### config.mk
export PLATFORM = sky130hd
export DESIGN_NAME = smoothed_trapezoid_integrator
export DESIGN_NICKNAME = d
export VERILOG_FILES = /design/src/design/sti_pkg.sv /design/src/design/smoothed_trapezoid_integrator.sv
export SDC_FILE = /design/constraint.sdc
export NUM_CORES = 2
export LEC_CHECK = 0
export ABC_CLOCK_PERIOD_IN_PS = 17260
export BUFFER_PORTS_ARGS = -buffer_cell sky130_fd_sc_hd__buf_4
export CAP_MARGIN = 20
export CORE_UTILIZATION = 40
export CTS_BUF_LIST = sky130_fd_sc_hd__clkbuf_16
export DETAILED_ROUTE_END_ITERATION = 10
export PLACE_DENSITY = 0.6
export SYNTH_ARGS = -nofsm -noshare
export SYNTH_HDL_FRONTEND = slang
export SYNTH_SLANG_ARGS = --single-unit
### constraint.sdc
create_clock -name clk -period 17.26 [get_ports clk]
set_clock_uncertainty 0.05 [all_clocks]
set_input_delay 1.726 -clock clk [delete_from_list [all_inputs] [get_ports clk]]
set_output_delay 1.726 -clock clk [all_outputs]
set_load 0.01 [all_outputs]
### src/design/sti_pkg.sv
// Package for the smoothed trapezoid integrator.
// Holds the default window length and the stream payload widths.
// No dependencies.
`default_nettype none

package sti_pkg;

  // default moving-average window length, in samples
  localparam int WINDOW_DEF = 5;

  // input request: sample_time [31:0], sample_value [47:32]
  localparam int TIME_W      = 32;
  localparam int VALUE_W     = 16;
  localparam int IN_TDATA_W  = 48;

  // result request: running_integral [63:0], area_increment [111:64], rising [112]
  localparam int ACC_W       = 64;
  localparam int INC_W       = 48;
  localparam int OUT_TDATA_W = 120;

  // low part of the product that the two-step divide keeps aside
  localparam int SPLIT_LO    = 26;

endpackage

`default_nettype wire

### src/design/smoothed_trapezoid_integrator.sv
// Top level of the smoothed trapezoid integrator: window history, running
// sum, magnitude multiply, two-step constant divide and saturating accumulator.
// Depends on sti_pkg.
//
// Usage
//   Input stream (in_*): one sample per request, time stamp in ticks and a
//   signed 16-bit value. Result stream (out_*): running integral, this step's
//   trapezoid area and a rising flag.
//   The first WINDOW samples fill the history and give no result; each later
//   sample gives exactly one result.
//   Pipeline: an accepted sample passes the window/sum stage, the multiply stage,
//   two multiply-and-correct stages per divide half, then the accumulator/output
//   register, which presents its result.
//   Throughput: one sample per cycle. Every stage carries a valid bit and
//   loads whenever it is empty or its successor moves, so a stalled receiver
//   only halts the stages that hold results; bubbles ahead of it keep filling
//   and in_tready stays high until the pipeline is full.
//   Reset (rst_n low, synchronous) clears the history, the window sum, the
//   warm-up count, the accumulator and all valid bits.
//   When out_tready is low the result request holds unchanged.
`default_nettype none

module smoothed_trapezoid_integrator #(
  parameter int WINDOW = sti_pkg::WINDOW_DEF
) (
  input  wire logic                           clk,
  input  wire logic                           rst_n,
  input  wire logic                           in_tvalid,
  output logic                                in_tready,
  // sample_time [31:0], sample_value [47:32]
  input  wire logic [sti_pkg::IN_TDATA_W-1:0] in_tdata,
  output logic                                out_tvalid,
  input  wire logic                           out_tready,
  // running_integral [63:0], area_increment [111:64], rising [112], zero fill
  output logic [sti_pkg::OUT_TDATA_W-1:0]     out_tdata
);

  import sti_pkg::*;

  localparam int DIV    = 2 * WINDOW;
  localparam int RW     = $clog2(DIV);
  localparam int CNT_W  = $clog2(WINDOW + 1);
  localparam int SUM_W  = VALUE_W + $clog2(WINDOW);
  localparam int S_W    = SUM_W + 1;
  localparam int DX_W   = TIME_W + 1;
  localparam int PROD_W = TIME_W + S_W;
  localparam int LO     = SPLIT_LO;
  localparam int HW     = PROD_W - LO;
  localparam int XW     = LO + RW;
  // reciprocals of DIV, scaled to the numerator width of each divide half
  localparam logic [HW-1:0] RH = HW'((64'd1 << HW) / DIV);
  localparam logic [XW-1:0] RX = XW'((64'd1 << XW) / DIV);

  // ---------------------------------------------------------------- control
  logic in_fire, warm;
  logic v1_r, v2_r, v3_r, v4_r, v5_r, v6_r, ov_r;
  logic en1, en2, en3, en4, en5, en6, en_out;

  assign en_out    = !ov_r || out_tready;
  assign en6       = !v6_r || en_out;
  assign en5       = !v5_r || en6;
  assign en4       = !v4_r || en5;
  assign en3       = !v3_r || en4;
  assign en2       = !v2_r || en3;
  assign en1       = !v1_r || en2;
  assign in_tready = en1;
  assign in_fire   = in_tvalid && in_tready;

  // ---------------------------------------------------------------- window state
  logic signed [VALUE_W-1:0] vhist_r [WINDOW];
  logic        [TIME_W-1:0]  thist_r [WINDOW];
  logic signed [SUM_W-1:0]   psum_r;
  logic        [CNT_W-1:0]   seen_r;
  logic signed [VALUE_W-1:0] in_value;
  logic        [TIME_W-1:0]  in_time;
  logic signed [SUM_W-1:0]   sum_nxt;
  logic signed [S_W-1:0]     s_nxt;
  logic signed [DX_W-1:0]    dx_nxt;

  assign in_time  = in_tdata[TIME_W-1:0];
  assign in_value = in_tdata[TIME_W+VALUE_W-1:TIME_W];
  assign warm     = (seen_r == CNT_W'(WINDOW));

  // slide the window sum; the oldest slot is still zero during warm-up
  assign sum_nxt = psum_r - SUM_W'(vhist_r[0]) + SUM_W'(in_value);
  assign s_nxt   = S_W'(psum_r) + S_W'(sum_nxt);
  assign dx_nxt  = $signed({1'b0, thist_r[1]}) - $signed({1'b0, thist_r[0]});

  // shift the history and advance the warm-up count
  always_ff @(posedge clk) begin
    if (!rst_n) begin
      for (int k = 0; k < WINDOW; k++) begin
        vhist_r[k] <= '0;
        thist_r[k] <= '0;
      end
      psum_r <= '0;
      seen_r <= '0;
    end else if (in_fire) begin
      for (int k = 0; k < WINDOW - 1; k++) begin
        vhist_r[k] <= vhist_r[k+1];
        thist_r[k] <= thist_r[k+1];
      end
      vhist_r[WINDOW-1] <= in_value;
      thist_r[WINDOW-1] <= in_time;
      psum_r            <= sum_nxt;
      if (!warm) begin
        seen_r <= seen_r + CNT_W'(1);
      end
    end
  end

  // ---------------------------------------------------------------- valid chain
  always_ff @(posedge clk) begin
    if (!rst_n) begin
      v1_r <= 1'b0;
      v2_r <= 1'b0;
      v3_r <= 1'b0;
      v4_r <= 1'b0;
      v5_r <= 1'b0;
      v6_r <= 1'b0;
      ov_r <= 1'b0;
    end else begin
      if (en1)    v1_r <= in_fire && warm;
      if (en2)    v2_r <= v1_r;
      if (en3)    v3_r <= v2_r;
      if (en4)    v4_r <= v3_r;
      if (en5)    v5_r <= v4_r;
      if (en6)    v6_r <= v5_r;
      if (en_out) ov_r <= v6_r;
    end
  end

  // ---------------------------------------------------------------- stage 1: dx, sum pair
  logic signed [DX_W-1:0] dx_r;
  logic signed [S_W-1:0]  s_r;

  always_ff @(posedge clk) begin
    if (in_fire) begin
      dx_r <= dx_nxt;
      s_r  <= s_nxt;
    end
  end

  // ---------------------------------------------------------------- stage 2: magnitude product
  logic [TIME_W-1:0] dx_mag;
  logic [S_W-1:0]    s_mag;
  logic [DX_W-1:0]   dx_neg;
  logic [PROD_W-1:0] prod_r;
  logic              neg2_r;

  assign dx_neg = DX_W'(-dx_r);
  assign dx_mag = dx_r[DX_W-1] ? dx_neg[TIME_W-1:0] : dx_r[TIME_W-1:0];
  assign s_mag  = s_r[S_W-1] ? S_W'(-s_r) : S_W'(s_r);

  always_ff @(posedge clk) begin
    if (en2) begin
      prod_r <= PROD_W'(dx_mag) * PROD_W'(s_mag);
      neg2_r <= dx_r[DX_W-1] ^ s_r[S_W-1];
    end
  end

  // ---------------------------------------------------------------- stage 3: estimate high quotient
  logic [2*HW-1:0] hprod;
  logic [HW-1:0]   h3_r, qh_est_r;
  logic [LO-1:0]   l3_r;
  logic            neg3_r;

  assign hprod = {{HW{1'b0}}, prod_r[PROD_W-1:LO]} * {{HW{1'b0}}, RH};

  always_ff @(posedge clk) begin
    if (en3) begin
      qh_est_r <= hprod[2*HW-1:HW];
      h3_r     <= prod_r[PROD_W-1:LO];
      l3_r     <= prod_r[LO-1:0];
      neg3_r   <= neg2_r;
    end
  end

  // ---------------------------------------------------------------- stage 4: correct high quotient
  logic [HW-1:0] rh_full, rh_fix, qh_fix;
  logic [HW-1:0] qh4_r;
  logic [XW-1:0] x4_r;
  logic          neg4_r;

  assign rh_full = h3_r - HW'(qh_est_r * HW'(DIV));

  always_comb begin
    if (rh_full >= HW'(DIV)) begin
      rh_fix = rh_full - HW'(DIV);
      qh_fix = qh_est_r + HW'(1);
    end else begin
      rh_fix = rh_full;
      qh_fix = qh_est_r;
    end
  end

  always_ff @(posedge clk) begin
    if (en4) begin
      qh4_r  <= qh_fix;
      x4_r   <= {rh_fix[RW-1:0], l3_r};
      neg4_r <= neg3_r;
    end
  end

  // ---------------------------------------------------------------- stage 5: estimate low quotient
  logic [2*XW-1:0] xprod;
  logic [XW-1:0]   qx_est_r, x5_r;
  logic [HW-1:0]   qh5_r;
  logic            neg5_r;

  assign xprod = {{XW{1'b0}}, x4_r} * {{XW{1'b0}}, RX};

  always_ff @(posedge clk) begin
    if (en5) begin
      qx_est_r <= xprod[2*XW-1:XW];
      x5_r     <= x4_r;
      qh5_r    <= qh4_r;
      neg5_r   <= neg4_r;
    end
  end

  // ---------------------------------------------------------------- stage 6: correct low quotient
  logic [XW-1:0]     rx_full, qx_fix;
  logic [PROD_W-1:0] q6_r;
  logic              neg6_r;

  assign rx_full = x5_r - XW'(qx_est_r * XW'(DIV));
  assign qx_fix  = (rx_full >= XW'(DIV)) ? qx_est_r + XW'(1) : qx_est_r;

  always_ff @(posedge clk) begin
    if (en6) begin
      q6_r   <= {qh5_r, qx_fix[LO-1:0]};
      neg6_r <= neg5_r;
    end
  end

  // ---------------------------------------------------------------- output: saturating accumulate
  logic signed [ACC_W-1:0] inc_full, acc_r;
  logic signed [ACC_W:0]   acc_sum;
  logic signed [ACC_W-1:0] acc_nxt;
  logic [INC_W-1:0]        inc_r;
  logic                    rising_r;

  assign inc_full = neg6_r ? -$signed(ACC_W'(q6_r)) : $signed(ACC_W'(q6_r));
  assign acc_sum  = {acc_r[ACC_W-1], acc_r} + {inc_full[ACC_W-1], inc_full};

  // clip to the signed limits when the top two bits of the sum disagree
  always_comb begin
    if (acc_sum[ACC_W] != acc_sum[ACC_W-1]) begin
      acc_nxt = acc_sum[ACC_W] ? {1'b1, {(ACC_W-1){1'b0}}} : {1'b0, {(ACC_W-1){1'b1}}};
    end else begin
      acc_nxt = acc_sum[ACC_W-1:0];
    end
  end

  always_ff @(posedge clk) begin
    if (!rst_n) begin
      acc_r <= '0;
    end else if (en_out && v6_r) begin
      acc_r <= acc_nxt;
    end
  end

  always_ff @(posedge clk) begin
    if (en_out && v6_r) begin
      inc_r    <= inc_full[INC_W-1:0];
      rising_r <= !neg6_r && (q6_r != '0);
    end
  end

  assign out_tvalid = ov_r;
  assign out_tdata  = {(OUT_TDATA_W - ACC_W - INC_W - 1)'(0), rising_r, inc_r, acc_r};

  // ---------------------------------------------------------------- assertions
  a_ready_when_drained: assert property (@(posedge clk) disable iff (!rst_n)
    (!ov_r || out_tready) |-> in_tready)
    else $error("input stalled although the result side is free");

  a_warmup_no_result: assert property (@(posedge clk) disable iff (!rst_n)
    (in_fire && !warm) |=> !v1_r)
    else $error("warm-up sample entered the pipeline as a result");

  a_acc_holds: assert property (@(posedge clk) disable iff (!rst_n)
    !(en_out && v6_r) |=> $stable(acc_r))
    else $error("accumulator changed without a new result");

  a_count_bound: assert property (@(posedge clk) disable iff (!rst_n)
    seen_r <= CNT_W'(WINDOW))
    else $error("warm-up count ran past the window length");

endmodule

`default_nettype wire

==> results_dict.tcl <==
set metrics [dict create \
    finalHoldViolCount 0 \
    synth_top_cell_by_area "fa_1" \
    multi_input_comb_area_sq_um 53300 \
    period_needed_ps 11440 \
    arrival_ps 11850 \
    drc 0 \
    final_layout_size_suffix_gt1_share_pct 5.50 \
    die_area_sq_um 206000 \
    tightest_slew_ps 1230 \
    avgSynthCellArea_sq_um 10.1 \
    ys_seq_area_share_pct 26.5 \
    initial_utilization_pct 40.3 \
    synth_area_leaders "fa_1 26%, edfxtp_1 24%, ha_1 14%" \
    async_flop_share_pct 0 \
    antenna_found_initial 1 \
    seqCellArea_sq_um 21600 \
    clkTransAtPathRegs_ps 80 \
    fin_crit_sh_pct 66.3 \
    dieHeight_um 453 \
    dp_hpwl_mm 169 \
    finalSetupTns_ps 0 \
    criticalPathCategory "flop to flop" \
    vias 56600 \
    final_cell_count_no_fill 10900 \
    yosysWarningCount 0 \
    crit_top_cell "fa_1" \
    synth-seq-cells 751 \
    tritoncts "built" \
    synth_top_area_share_pct 26.0 \
    synthCells 8050 \
    fmax_mhz 87.4 \
    crit_path_start_kind "flop" \
    holdWs_ps 361 \
    insertion_delay_ps 710 \
    setup_violations 0 \
    drv_slew 0 \
    grt_pass1_wl_mm 329 \
    post_drt_wl_per_cell_um 19.2 \
    htree_levels 3 \
    critPathCaptureType "flop" \
    grt_max_degree 223 \
    post_cts_buffers 0 \
    portBuffers 166 \
    grt_pass1_vias 58500 \
    nNetsFinal 10200 \
    grt_overflow_total 0 \
    core_area_sq_um 202000 \
    clock_path_buffers 3 \
    core.rowCount 165 \
    slowest_delay_ps 820 \
    ctsHoldBuffers 0 \
    ant_nets 0 \
    drtIter0Drc 3642 \
    synth_edf_count 658 \
    placed_cells 10800 \
    numCtsBuffers 83 \
    drv_cap 0 \
    slowest_stage "clkinv_1" \
    hp-class "flop to flop" \
    required_ps 17670 \
    fillCellCount 19300 \
    yosysUniqueCellTypes 91 \
    status "completed" \
    drt_wl_total_mm 209 \
    num_io_pins 174 \
    crit_path_max_fanout 19 \
    post_drt_via_cell_ratio 5.18 \
    cts_sinks 751 \
    syn_area_sq_um 81500 \
    routabilityCongestion 0.950 \
    slew_headroom_pct 18.1 \
    cts_root_buf "clkbuf_16" \
    synthFlopType "edfxtp_1" \
    grtUsageTotal_pct 20.5 \
    die_w_um 453 \
    syn2layout_area_growth_pct 9.11 \
    drt_pass1_iterations 6 \
    cts_resized 0 \
    rsz0062_at_grt "false" \
]
-- cell usage after synthesis (26+ instances only) --
cell type  instances
ha_1             914
nand3_1           95
o21a_1            44
nor2b_1           62
a21o_1           148
nor3_1            72
nand4_1           47
nor2_1           486
clkbuf_1         221
and3_1           260
xnor2_1          301
or3_1             29
nand2_1          592
a21oi_1          397
a21boi_0          29
a211oi_1          26
o21bai_1          39
dfxtp_1           93
inv_1           1579
a31oi_1           28
nand2b_1          64
o31ai_1           27
edfxtp_1         658
fa_1            1060
o21ai_0          302
xor2_1           155
-- critical path, delay by kind of cell, from the launching register on --
family	cells	cell delay, ps
AO/OA/AOI/OAI	9	2530
adder cells (fa/ha/maj)	9	4480
XOR/XNOR	2	870
buffers and inverters	7	1410
flip-flops	1	800
AND/OR/NAND/NOR	5	1030
-- stage by stage --
step	util, %	setup WS [ps]	cell area, sq um
global route	44.0	5130	88900
floorplan	-	7710	81500
CTS	43.9	5700	88900
global placement	42.6	5840	86100
finish	44.0	5820	88900
detailed placement	42.6	5710	86200
-- logic make-up (layout without fill, tap and decap cells) --
| logic type | Yosys count | count (layout) | synth area share [%] |
|---|---|---|---|
| compound gates | 1222 | 1222 | 9.37 |
| xor+xnor | 456 | 456 | 4.90 |
| fa+ha+maj | 1981 | 1981 | 40.1 |
| buf+inv | 1815 | 1993 | 8.41 |
| flops | 751 | 751 | 26.5 |
| mux | 9 | 9 | 0.115 |
| other cells | 1 | 10 | 0.00460 |
| simple gates | 1815 | 1815 | 10.5 |
-- placed cells by master, fill, tap and decap left out, types with 13 or more instances in the layout --
cell       netlist  layout
o41ai_1         21      21
nor2_1         486     486
fa_1          1060    1060
a21oi_1        397     397
a21o_1         148     147
nor4_1          17      17
o31ai_1         27      27
a211oi_1        26      26
nor3_1          72      72
and4_1          13      13
o21a_1          44      44
and3_1         260     260
nand3_1         95      95
clkinv_1         1      19
a31oi_1         28      28
nand2b_1        64      63
dfxtp_1         93      93
o21bai_1        39      39
a21boi_0        29      29
clkbuf_16        0      84
inv_1         1579    1590
or3_1           29      29
and2_1          24      24
nor2b_1         62      62
edfxtp_1       658     658
ha_1           914     914
nand2_1        592     589
xor2_1         155     149
buf_4            8     254
nand4_1         47      47
xnor2_2          0      14
o21ai_0        302     302
or2_2           13      13
o31a_1          22      22
xnor2_1        301     285
-- layout make-up --
cell class                 count  share of cell area (%)
inverter                    1580                    6.68
sequential                   751                    24.3
antenna                        3                 0.00844
clock inverter                69                   0.706
multi-input combinational   5490                    59.9
tap                         2672                    3.76
timing repair buffer         260                    2.26
clock buffer                  84                    2.36
-- sequential cells by signal, indices dropped and copies added, names as in the netlist, 3 cells and up --
| signal | cells |
|---|---|
| thist_r | 160 |
| vhist_r | 80 |
| acc_r | 64 |
| prod_r | 52 |
| q6_r | 50 |
| inc_r | 48 |
| dx_r | 33 |
| x4_r | 30 |
| x5_r | 29 |
| qx_est_r | 27 |
| h3_r | 26 |
| l3_r | 26 |
| qh4_r | 24 |
| qh5_r | 24 |
| qh_est_r | 23 |
| s_r | 20 |
| psum_r | 19 |
| seen_r | 3 |
-- per-layer routing --
layer	global-route usage (%)	part of all wire (%)
met5	0	0.0062
met1	26.8	43
met2	35.1	48
met4	5.65	2.9
met3	2.94	5.7
-- path summary, 6_finish.rpt --
kind                                        start              endpoint  slack [ps]  cells after the start
worst min-delay path            h3_r[0]$_DFFE_PP_    x4_r[26]$_DFFE_PP_         360                      0
worst max register to register   s_r[0]$_DFFE_PP_  prod_r[51]$_DFFE_PP_        5820                     32
worst min register to register  h3_r[0]$_DFFE_PP_    x4_r[26]$_DFFE_PP_         360                      0
worst max-delay path             s_r[0]$_DFFE_PP_  prod_r[51]$_DFFE_PP_        5820                     32
Power is not shown: default switching activity piles up to over one toggle a cycle in this logic, so the estimate is an artifact.
